==> src/hw/rtl/quadrature_decoder_with_error_tally_defines.svh <==
// Assertion macros used by the quadrature decoder core (qdet_core).
`ifndef QUADRATURE_DECODER_WITH_ERROR_TALLY_DEFINES_SVH
`define QUADRATURE_DECODER_WITH_ERROR_TALLY_DEFINES_SVH

`ifndef SYNTHESIS
// same-cycle implication
`define QDET_ASSERT_IMP(lbl, clk, rst_n, ante, cons, msg) \
	lbl: assert property (@(posedge clk) disable iff (!rst_n) (ante) |-> (cons)) \
		else $error(msg);
// next-cycle implication
`define QDET_ASSERT_NXT(lbl, clk, rst_n, ante, cons, msg) \
	lbl: assert property (@(posedge clk) disable iff (!rst_n) (ante) |=> (cons)) \
		else $error(msg);
`else
`define QDET_ASSERT_IMP(lbl, clk, rst_n, ante, cons, msg)
`define QDET_ASSERT_NXT(lbl, clk, rst_n, ante, cons, msg)
`endif

`endif

==> src/hw/rtl/qdet_pkg.sv <==
// Shared types, constants and transition table for the quadrature decoder.
`default_nettype none
package qdet_pkg;

	localparam int COUNT_WIDTH = 32;
	localparam int TALLY_WIDTH = 32;
	localparam int OUT_WIDTH   = 32;
	localparam int IN_TDATA_W  = 8;
	localparam int OUT_TDATA_W = 104;
	localparam int CFG_IDX_W   = 2;

	localparam logic [COUNT_WIDTH-1:0] COUNT_MAX = {1'b0, {(COUNT_WIDTH-1){1'b1}}};
	localparam logic [COUNT_WIDTH-1:0] COUNT_MIN = {1'b1, {(COUNT_WIDTH-1){1'b0}}};
	localparam logic [TALLY_WIDTH-1:0] TALLY_TOP = {TALLY_WIDTH{1'b1}};

	typedef enum logic [1:0] {
		STEP_NONE = 2'd0,
		STEP_UP   = 2'd1,
		STEP_BAD  = 2'd2,
		STEP_DOWN = 2'd3
	} step_code_t;

	typedef enum logic [CFG_IDX_W-1:0] {
		REG_START_A = 2'd0,
		REG_START_B = 2'd1,
		REG_REVERSE = 2'd2
	} cfg_reg_t;

	// index = previous pair * 4 + new pair, pair = {a, b}
	localparam step_code_t STEP_TABLE [16] = '{
		STEP_NONE, STEP_UP,   STEP_DOWN, STEP_BAD,
		STEP_DOWN, STEP_NONE, STEP_BAD,  STEP_UP,
		STEP_UP,   STEP_BAD,  STEP_NONE, STEP_DOWN,
		STEP_BAD,  STEP_DOWN, STEP_UP,   STEP_NONE
	};

	typedef struct packed {
		logic           we;
		logic [CFG_IDX_W-1:0] index;
		logic           data;
	} cfg_wr_t;

	typedef struct packed {
		logic                        held_b;
		logic                        held_a;
		logic                        overflow_seen;
		logic                        bad_seen;
		logic        [OUT_WIDTH-1:0] bad_steps;
		logic        [OUT_WIDTH-1:0] good_steps;
		logic signed [OUT_WIDTH-1:0] position;
		logic signed [1:0]           step_applied;
	} result_t;

endpackage
`default_nettype wire

==> src/hw/rtl/quadrature_decoder_with_error_tally.sv <==
// Top level of the x4 quadrature decoder with transition tallies.
//
// Usage: each input beat on the s_ channel carries one A/B sample. It is
// compared with the stored pair; a single-bit change moves the position by
// one (negated when reverse_direction is set) until it saturates, a
// double-bit jump counts as invalid. Every sample yields exactly one result
// beat on the m_ channel with the full snapshot: step, position, both
// tallies, sticky flags and the stored pair.
// Path: a sample accepted on s_ passes the input register, then the result
// register, before it shows on m_tvalid. Throughput: one beat per cycle while
// the receiver takes them; position, tallies and stored pair update once per sample.
// When the receiver stalls, the result register holds and the input
// register fills; s_tready drops only once both are occupied.
// Reset clears count, tallies, flags, direction and start levels; the stored
// pair resets to 00. A start_level_a/b write loads that bit into the pair
// unless a sample advances; write configuration only while the block is idle.
`default_nettype none
module quadrature_decoder_with_error_tally (
	input  wire logic clk,
	input  wire logic arst_n,
	// fields from bit 0: level_a, level_b, zero pad
	input  wire logic [qdet_pkg::IN_TDATA_W-1:0] s_tdata,
	input  wire logic s_tvalid,
	output logic      s_tready,
	// fields from bit 0: step_applied[1:0], position[31:0], good_steps[31:0],
	// bad_steps[31:0], bad_seen, overflow_seen, held_a, held_b, zero pad
	output logic [qdet_pkg::OUT_TDATA_W-1:0] m_tdata,
	output logic      m_tvalid,
	input  wire logic m_tready,
	input  wire logic cfg_we,
	input  wire logic [qdet_pkg::CFG_IDX_W-1:0] cfg_index,
	input  wire logic cfg_data
);
	import qdet_pkg::*;

	logic       valid_s1;
	logic [1:0] sample_s1;
	logic       obuf_ready;
	logic       advance;
	cfg_wr_t    cfg;
	result_t    res;

	assign advance  = valid_s1 && obuf_ready;
	assign s_tready = !valid_s1 || obuf_ready;

	always_ff @(posedge clk or negedge arst_n) begin
		if (!arst_n) begin
			valid_s1 <= 1'b0;
		end else if (s_tready) begin
			valid_s1 <= s_tvalid;
		end
	end

	always_ff @(posedge clk) begin
		if (s_tready && s_tvalid) begin
			sample_s1 <= {s_tdata[0], s_tdata[1]};
		end
	end

	always_comb begin
		cfg.we    = cfg_we;
		cfg.index = cfg_index;
		cfg.data  = cfg_data;
	end

	qdet_core u_core (
		.clk     (clk),
		.arst_n  (arst_n),
		.cfg     (cfg),
		.advance (advance),
		.sample  (sample_s1),
		.res     (res)
	);

	qdet_obuf u_obuf (
		.clk      (clk),
		.arst_n   (arst_n),
		.load     (valid_s1),
		.res      (res),
		.ready    (obuf_ready),
		.m_tvalid (m_tvalid),
		.m_tready (m_tready),
		.m_tdata  (m_tdata)
	);
endmodule
`default_nettype wire

==> src/hw/rtl/qdet_core.sv <==
// Decoder state and single-pass transition update for one sample.
`default_nettype none
`include "quadrature_decoder_with_error_tally_defines.svh"
module qdet_core (
	input  wire logic              clk,
	input  wire logic              arst_n,
	input  wire qdet_pkg::cfg_wr_t cfg,
	input  wire logic              advance,
	input  wire logic [1:0]        sample,
	output qdet_pkg::result_t      res
);
	import qdet_pkg::*;

	logic [1:0]             pair_q;
	logic                   reverse_q;
	logic [COUNT_WIDTH-1:0] pos_q;
	logic [TALLY_WIDTH-1:0] good_q;
	logic [TALLY_WIDTH-1:0] bad_q;
	logic                   bad_seen_q;
	logic                   ovf_q;

	step_code_t             code;
	logic                   is_step;
	logic                   up;
	logic                   hit_limit;
	logic                   move;
	logic [COUNT_WIDTH-1:0] pos_d;
	logic [TALLY_WIDTH-1:0] good_d;
	logic [TALLY_WIDTH-1:0] bad_d;
	logic                   bad_seen_d;
	logic                   ovf_d;
	logic signed [1:0]      step_d;

	always_comb begin
		code      = STEP_TABLE[{pair_q, sample}];
		is_step   = (code == STEP_UP) || (code == STEP_DOWN);
		up        = (code == STEP_UP) ^ reverse_q;
		hit_limit = up ? (pos_q == COUNT_MAX) : (pos_q == COUNT_MIN);
		move      = is_step && !ovf_q && !hit_limit;
		ovf_d     = ovf_q || (is_step && hit_limit);
		pos_d     = pos_q;
		step_d    = 2'sd0;
		if (move) begin
			pos_d  = up ? pos_q + COUNT_WIDTH'(1) : pos_q - COUNT_WIDTH'(1);
			step_d = up ? 2'sd1 : -2'sd1;
		end
		good_d     = (is_step && good_q != TALLY_TOP) ? good_q + TALLY_WIDTH'(1) : good_q;
		bad_d      = (code == STEP_BAD && bad_q != TALLY_TOP) ? bad_q + TALLY_WIDTH'(1) : bad_q;
		bad_seen_d = bad_seen_q || (code == STEP_BAD);
	end

	always_ff @(posedge clk or negedge arst_n) begin
		if (!arst_n) begin
			pair_q     <= 2'b00;
			reverse_q  <= 1'b0;
			pos_q      <= '0;
			good_q     <= '0;
			bad_q      <= '0;
			bad_seen_q <= 1'b0;
			ovf_q      <= 1'b0;
		end else if (advance) begin
			pair_q     <= sample;
			pos_q      <= pos_d;
			good_q     <= good_d;
			bad_q      <= bad_d;
			bad_seen_q <= bad_seen_d;
			ovf_q      <= ovf_d;
		end else if (cfg.we) begin
			unique case (cfg.index)
				REG_START_A: pair_q[1] <= cfg.data;
				REG_START_B: pair_q[0] <= cfg.data;
				REG_REVERSE: reverse_q <= cfg.data;
				default: ;
			endcase
		end
	end

	always_comb begin
		res.step_applied  = step_d;
		res.position      = OUT_WIDTH'(signed'(pos_d));
		res.good_steps    = OUT_WIDTH'(good_d);
		res.bad_steps     = OUT_WIDTH'(bad_d);
		res.bad_seen      = bad_seen_d;
		res.overflow_seen = ovf_d;
		res.held_a        = sample[1];
		res.held_b        = sample[0];
	end

	`QDET_ASSERT_NXT(a_ovf_sticky, clk, arst_n, ovf_q, ovf_q, "overflow flag cleared")
	`QDET_ASSERT_NXT(a_bad_sticky, clk, arst_n, bad_seen_q, bad_seen_q, "bad flag cleared")
	`QDET_ASSERT_NXT(a_frozen, clk, arst_n, ovf_q, $stable(pos_q), "count moved after overflow")
	`QDET_ASSERT_NXT(a_bad_flag, clk, arst_n, advance && code == STEP_BAD, bad_seen_q,
		"invalid jump not flagged")
endmodule
`default_nettype wire

==> src/hw/rtl/qdet_obuf.sv <==
// Result register between the decoder and the output stream.
`default_nettype none
module qdet_obuf (
	input  wire logic              clk,
	input  wire logic              arst_n,
	input  wire logic              load,
	input  wire qdet_pkg::result_t res,
	output logic                   ready,
	output logic                   m_tvalid,
	input  wire logic              m_tready,
	output logic [qdet_pkg::OUT_TDATA_W-1:0] m_tdata
);
	import qdet_pkg::*;

	logic    valid_q;
	result_t res_q;

	assign ready = !valid_q || m_tready;

	always_ff @(posedge clk or negedge arst_n) begin
		if (!arst_n) begin
			valid_q <= 1'b0;
		end else if (ready) begin
			valid_q <= load;
		end
	end

	always_ff @(posedge clk) begin
		if (ready && load) begin
			res_q <= res;
		end
	end

	assign m_tvalid = valid_q;
	assign m_tdata  = OUT_TDATA_W'(res_q);
endmodule
`default_nettype wire
==> config.mk <==
export PLATFORM = sky130hd
export DESIGN_NAME = quadrature_decoder_with_error_tally
export DESIGN_NICKNAME = d
export VERILOG_FILES = /design/src/hw/rtl/qdet_pkg.sv /design/src/hw/rtl/quadrature_decoder_with_error_tally.sv /design/src/hw/rtl/qdet_core.sv /design/src/hw/rtl/qdet_obuf.sv
export VERILOG_INCLUDE_DIRS = /design/src /design/src/hw/rtl
export SDC_FILE = /design/constraint.sdc
export NUM_CORES = 1
export LEC_CHECK = 0
export BUFFER_PORTS_ARGS = -buffer_cell sky130_fd_sc_hd__buf_4
export CELL_PAD_IN_SITES_DETAIL_PLACEMENT = 1
export CELL_PAD_IN_SITES_GLOBAL_PLACEMENT = 1
export CORE_UTILIZATION = 35
export CTS_CLUSTER_SIZE = 10
export DETAILED_ROUTE_END_ITERATION = 6
export GPL_TIMING_DRIVEN = 1
export PLACE_DENSITY = 0.66
export SYNTH_ARGS = -nofsm -noshare
export SYNTH_HDL_FRONTEND = slang
export SYNTH_SLANG_ARGS = --single-unit
==> constraint.sdc <==
create_clock -name clk -period 5.7 [get_ports clk]
set_input_delay 0.57 -clock clk [delete_from_list [all_inputs] [get_ports clk]]
set_output_delay 0.57 -clock clk [all_outputs]
set_load 0.1 [all_outputs]
Yosys cells after proc, flatten, opt, wreduce, memory -nomap -nowiden
Memories as Yosys holds them, arrays and structs flattened.
Index checks and enable logic that the tools add are counted.
- order comparisons: 1
- reduce and logical (&&, ||, !) cells: 23
- eq/ne operators: 9
- bitwise gates (word level): 3
- muxes and demuxes: 12
- $add $sub $neg: 4
- operators with widths (operator ; count):
    32-bit two-way mux ; 4
    32-bit by 1-bit adder with 32-bit output (second input constant) ; 3
    32-bit != test (second input constant) ; 2
    32-bit by 31-bit == test with 1-bit output (second input constant) ; 1
    32-bit == test (second input constant) ; 1
    32-bit by 1-bit subtractor with 32-bit output (second input constant) ; 1
    2-bit two-way mux ; 5
    1-bit logical AND ; 7
    2-bit == test (second input constant) ; 3
    2-bit nonzero test ; 3
    5-bit greater-or-equal comparator (second input constant) ; 1
    1-bit logical OR ; 5
    4-bit inverter with 5-bit output ; 1
    2-bit by 1-bit == test with 1-bit output (second input constant) ; 2
    1-bit zero test ; 4
    2-bit AND reduction ; 2
    1-bit two-way mux ; 3
    3-bit AND reduction ; 1
    2-bit zero test ; 1
    1-bit inverter ; 1
    1-bit XOR ; 1
- register bits after elaboration: 207
- bits in read-only memories: 32
- memories: 1
- bits of input ports: 16
- word-level logic and storage cells: 72
- memories (name ; depth ; bits a word ; read ports ; clocked after Yosys merged registers in ; wr ports ; line ; source):
    (name not given) ; 16 ; 2 ; 1 ; 0 ; 0 ; qdet_core.sv:35 ; code = STEP_TABLE[{pair_q, sample}];

Logic depth before layout (Yosys ltp)
- depth after elaboration: 10
- depth in mapped cells: 16

Hierarchy
A second synthesis with hierarchy kept.
- cell total of the unflattened synthesis: 947
- area, all modules: 10397.5 um^2
- by module, submodules not included (module ; instances ; area an instance (um^2) ; cells an instance):
    qdet_core ; 1 ; 7141.8 ; 831
    qdet_obuf ; 1 ; 3135.5 ; 109
    quadrature_decoder_with_error_tally ; 1 ; 120.1 ; 7

Worst setup path after synthesis
OpenSTA, ideal clock, no wires.
- path kind: flip-flop to flip-flop
- start point: register u_obuf.valid_q (netlist: u_obuf.m_tvalid)
- end point: register u_core.good_q[5]
- stages on the path, launching flop included: 8
- setup slack: 643 ps
- data arrival time: 4978 ps
- required time: 5621 ps
- library setup time: 79 ps
- cell sequence: dfrtp_1 nand2b_1 nand2_1 clkinv_1 clkbuf_1 nand2_1 nor2_1 xor2_1
- word-level cells in the longest chain between the ends: 3
- RTL lines (what ; line ; source):
    start: declaration ; qdet_obuf.sv:15 ; logic valid_q;
    start signal: assignment ; qdet_obuf.sv:24 ; valid_q <= load;
    1-bit zero test ; qdet_obuf.sv:18 ; assign ready = !valid_q || m_tready;
    1-bit logical OR ; qdet_obuf.sv:18 ;
    1-bit logical AND ; quadrature_decoder_with_error_tally.sv:43 ; assign advance = valid_s1 && obuf_ready;
    net advance ; quadrature_decoder_with_error_tally.sv:39 ; logic advance;
    end signal: assignment ; qdet_core.sv:64 ; good_q <= good_d;
    end: declaration ; qdet_core.sv:17 ; logic [TALLY_WIDTH-1:0] good_q;
The timed path passes the listed nets, and every way through them passes these cells.
A chain may end at the register's enable or synchronous reset.

==> reports/results.md <==
- finished clean — status
- 1 — H-Tree Depth
- xor2_1 > or3_1 > nand2_2 > buf_4 > xnor2_1 > ha_1 > nand3_1 > nor4_1 > buf_4 > nand2_1 > o41ai_1 > nand2_1 > xnor2_1 — list of cells traversed by the critical path
- 43.46 mm — wire length of the first global-routing pass
- 0.54 ns — source-to-sink clock delay at the later pin of the worst-skew pair
- 17.97 um — per-cell routed wire length
- 31130 sq um — Die Footprint
- 5.121 — vias per inst
- 1500 — post-route non-filler standard cell count
- 176.5 um — Die H
- 4.43 ns — worst endpoint data arrival time
- 207 — flip-flop and latch count after synthesis
- 241.4 MHz — Max Clk Rate
- 122 — IO Pins
- reg -> reg — Crit Path Category
- false — unrepaired setup endpoints after global routing
- 7682 — vias after detailed routing
- 17.66% — GRT Resource Usage Total
- 67 — maximum number of pins on one net before global-route repair
- 5528 uW — Power, Total
- 104 — count of flip-flops with a built-in enable after synthesis
- sky130_fd_sc_hd__or3_1 — slowest stage cell, crit path
- 3 — largest buffer count on any clock path
- 2 — number of buffers and inverters on the critical path
- 0.06 ns — clock input transition at the sequential cells of the worst setup and hold paths
- 53.52% — sequential share of the synthesized area
- 2364 uW — Switching Power
- 4.143 ns — post-route minimum period
- built — CTS tree
- 73 — number of library cell types mapped by synthesis
- 26.2% — part of the total power dissipated in the clock network
- 2 — number of antenna violations at the first check in global routing
- sky130_fd_sc_hd__clkbuf_16 — root buffer selected by CTS
- 24.84% — Slew Limit Headroom
- 7729 — via count of the first global-routing pass
- 176.5 um — x dimension of the die
- 29800 sq um — Floorplan Core Area
- 17.43% — Area Growth Syn to Fin
- 113 — Buffers on Ports
- 0.06644 ns — Min Hold Slack
- 49.76% — async set-or-reset flop fraction in the synthesized netlist
- 1453 — total instance count after detailed placement
- 0 — number of post-CTS setup repair buffers
- 0 — number of DRC violations after detailed routing
- simple AND/OR/NAND/NOR gates — delay-heaviest family, CP
- flop — startpoint types
- 0 — number of hold buffers added after CTS
- 0 — Final Setup Violations
- 487 — Iteration-0 DRC Markers
- in -> async — Worst Hold Class
- 1109 — Nets
- 0.8877 — routability cong.
- flop — crit end category
- 39.3% — sequential share of power
- 10.65 sq um — average instance area after synthesis
- 34.4% — combinational fraction of design power
- 0 ns — setup TNS
- 18.88 mm — total half-perimeter wirelength after legalization and detailed placement
- 16.77% — share of post-route cells with drive strength above 1
- 0 — Slew Viols, Final
- 5 — drt first pass iters
- sky130_fd_sc_hd__edfxtp_1 — most instantiated flip-flop cell in the synthesis netlist
- 5.98 ns — Req. time, crit path
- 26.96 mm — final routed wirelength across all metal layers
- 0 — synthesis warning total
- 0 — Remaining Overflow, GRT
- 0 — max capacitance violation total
- 3164 uW — internal power contribution
- 42.76% — switching fraction of total power
- 0 — final count of hold timing violations
- 63 — cell row count
- 0.02375 ns — worst-case clock skew
- 1.123 ns — Worst Max-Slew Pin Slew
- 10650 sq um — summed instance area of the synthesized netlist
- 383.5 uV — worst voltage drop across the vdd grid
- 35.75% — initial cell density of the core
- 25 — number of buffers created by CTS
- 0.005131 uW — leakage power
- 0 — Antenna Violating Nets Remaining
- 0.58 ns — max incr delay on CP
- 207 — number of sinks driven by the clock tree
- 20 — Worst Path Max Fanout
- 1000 — Mapped Cells
- 72.68% — period utilization
- 0 — post_cts resized
- 441.9 nW/um^2 — ratio of total power to cell area
-- cells in the final DEF (no fill, tap or decap), drive strengths merged, types with 3 or more instances in the layout --
master / n
or4: 10
o31ai: 6
mux2: 4
ha: 3
a31oi: 4
nand4: 40
o21a: 4
nand3: 52
inv: 12
xor2: 97
nand3b: 4
mux2i: 11
or3: 10
or2: 11
and3: 16
and4: 4
dfrtp: 103
nand2b: 10
nor4: 17
nand2: 117
o21ai: 10
clkbuf: 43
edfxtp: 104
xnor2: 94
a21oi: 5
and2: 6
nor2: 102
buf: 122
nor3: 51
-- metrics by stage --
| stage | utilization (%) | cell area [sq um] | setup WS [ns] |
|---|---|---|---|
| finish | 41.98 | 12510 | 1.557 |
| global route | 41.97 | 12510 | 1.288 |
| CTS | 41.97 | 12510 | 1.553 |
| detailed placement | 39.51 | 11770 | 1.552 |
| global placement | 39.51 | 11770 | 1.637 |
| floorplan | - | 10660 | 0.6431 |
-- power by group through the flow --
stage               sequential [uW]  clock, uW  combinational [uW]
floorplan                      2770          0                 889
global route                   2210       1570                2020
detailed placement             2190          0                1900
global placement               2190          0                1890
finish                         2170       1450                1900
CTS                            2170       1500                1920
-- registers in the layout, indices dropped and copies added (netlist names) --
name	count
sample_s1	2
u_core.bad_q	32
u_core.bad_seen_q	1
u_core.good_q	32
u_core.ovf_q	1
u_core.pair_q	2
u_core.pos_q	32
u_core.reverse_q	1
u_obuf.m_tdata	102
u_obuf.m_tvalid	1
valid_s1	1
-- layout make-up --
cell class	count	area, sq um
Clock buffer	43	703.2
Fill cell	3333	17290
Sequential cell	207	5700
Timing Repair Buffer	122	915.9
Antenna cell	1	2.502
Inverter	11	43.79
Tap cell	390	488.0
Multi-Input combinational cell	723	4626
Clock inverter	3	28.78
-- synthesized netlist by cell type (all sizes together) (10+ instances only) --
| library cell | n | area, sq um |
|---|---|---|
| or3 | 10 | 62.56 |
| and3 | 16 | 105.1 |
| mux2i | 11 | 122.6 |
| nand2b | 10 | 62.56 |
| nand4 | 40 | 250.2 |
| clkbuf | 38 | 142.6 |
| edfxtp | 104 | 3123 |
| or4 | 10 | 78.82 |
| xnor2 | 94 | 823.3 |
| nor2 | 102 | 382.9 |
| nand2 | 117 | 444.2 |
| or2 | 11 | 68.82 |
| dfrtp | 103 | 2577 |
| nor3 | 51 | 275.3 |
| nand3 | 52 | 260.3 |
| xor2 | 97 | 849.6 |
| nor4 | 17 | 170.2 |
| inv | 10 | 37.54 |
| buf | 22 | 145.1 |
| o21ai | 10 | 53.80 |
-- final timing paths --
check	startpoint	cells past startpoint	slack [ns]	to
worst min-delay path	arst_n	1	0.07	u_core.pos_q[10]$_DFFE_PN0P_
min in group clk	s_tdata[1]	1	0.23	sample_s1[0]$_DFFE_PP_
max in group asynchronous	arst_n	2	4.39	u_core.bad_q[14]$_DFFE_PN0P_
worst max register to register	sample_s1[1]$_DFFE_PP_	13	1.56	u_obuf.m_tdata[24]$_DFFE_PP_
worst max-delay path	sample_s1[1]$_DFFE_PP_	13	1.56	u_obuf.m_tdata[24]$_DFFE_PP_
worst min register to register	u_core.bad_seen_q$_DFFE_PN0P_	1	0.47	u_core.bad_seen_q$_DFFE_PN0P_
-- logic make-up (layout without fill, tap and decap cells) --
family	after synthesis	count (layout)	share of synthesized area, %
XOR/XNOR	191	191	15.71
other	1	3	0.03521
buffers and inverters	71	179	3.089
multiplexers	15	15	1.574
AND/OR/NAND/NOR	462	462	22.30
AO/OA/AOI/OAI	50	50	3.430
flip-flops	207	207	53.52
adder cells (fa/ha/maj)	3	3	0.3524
-- metal layers --
layer	vias up	part of all wire [%]	global-route usage [%]
met3	36	4.8	3.122
met4	0	2.0	4.562
li1	3675	-	-
met1	3788	47	24.77
met2	183	46	28.07
met5	-	0	0
No activity file was read; power rests on OpenSTA's default activity.
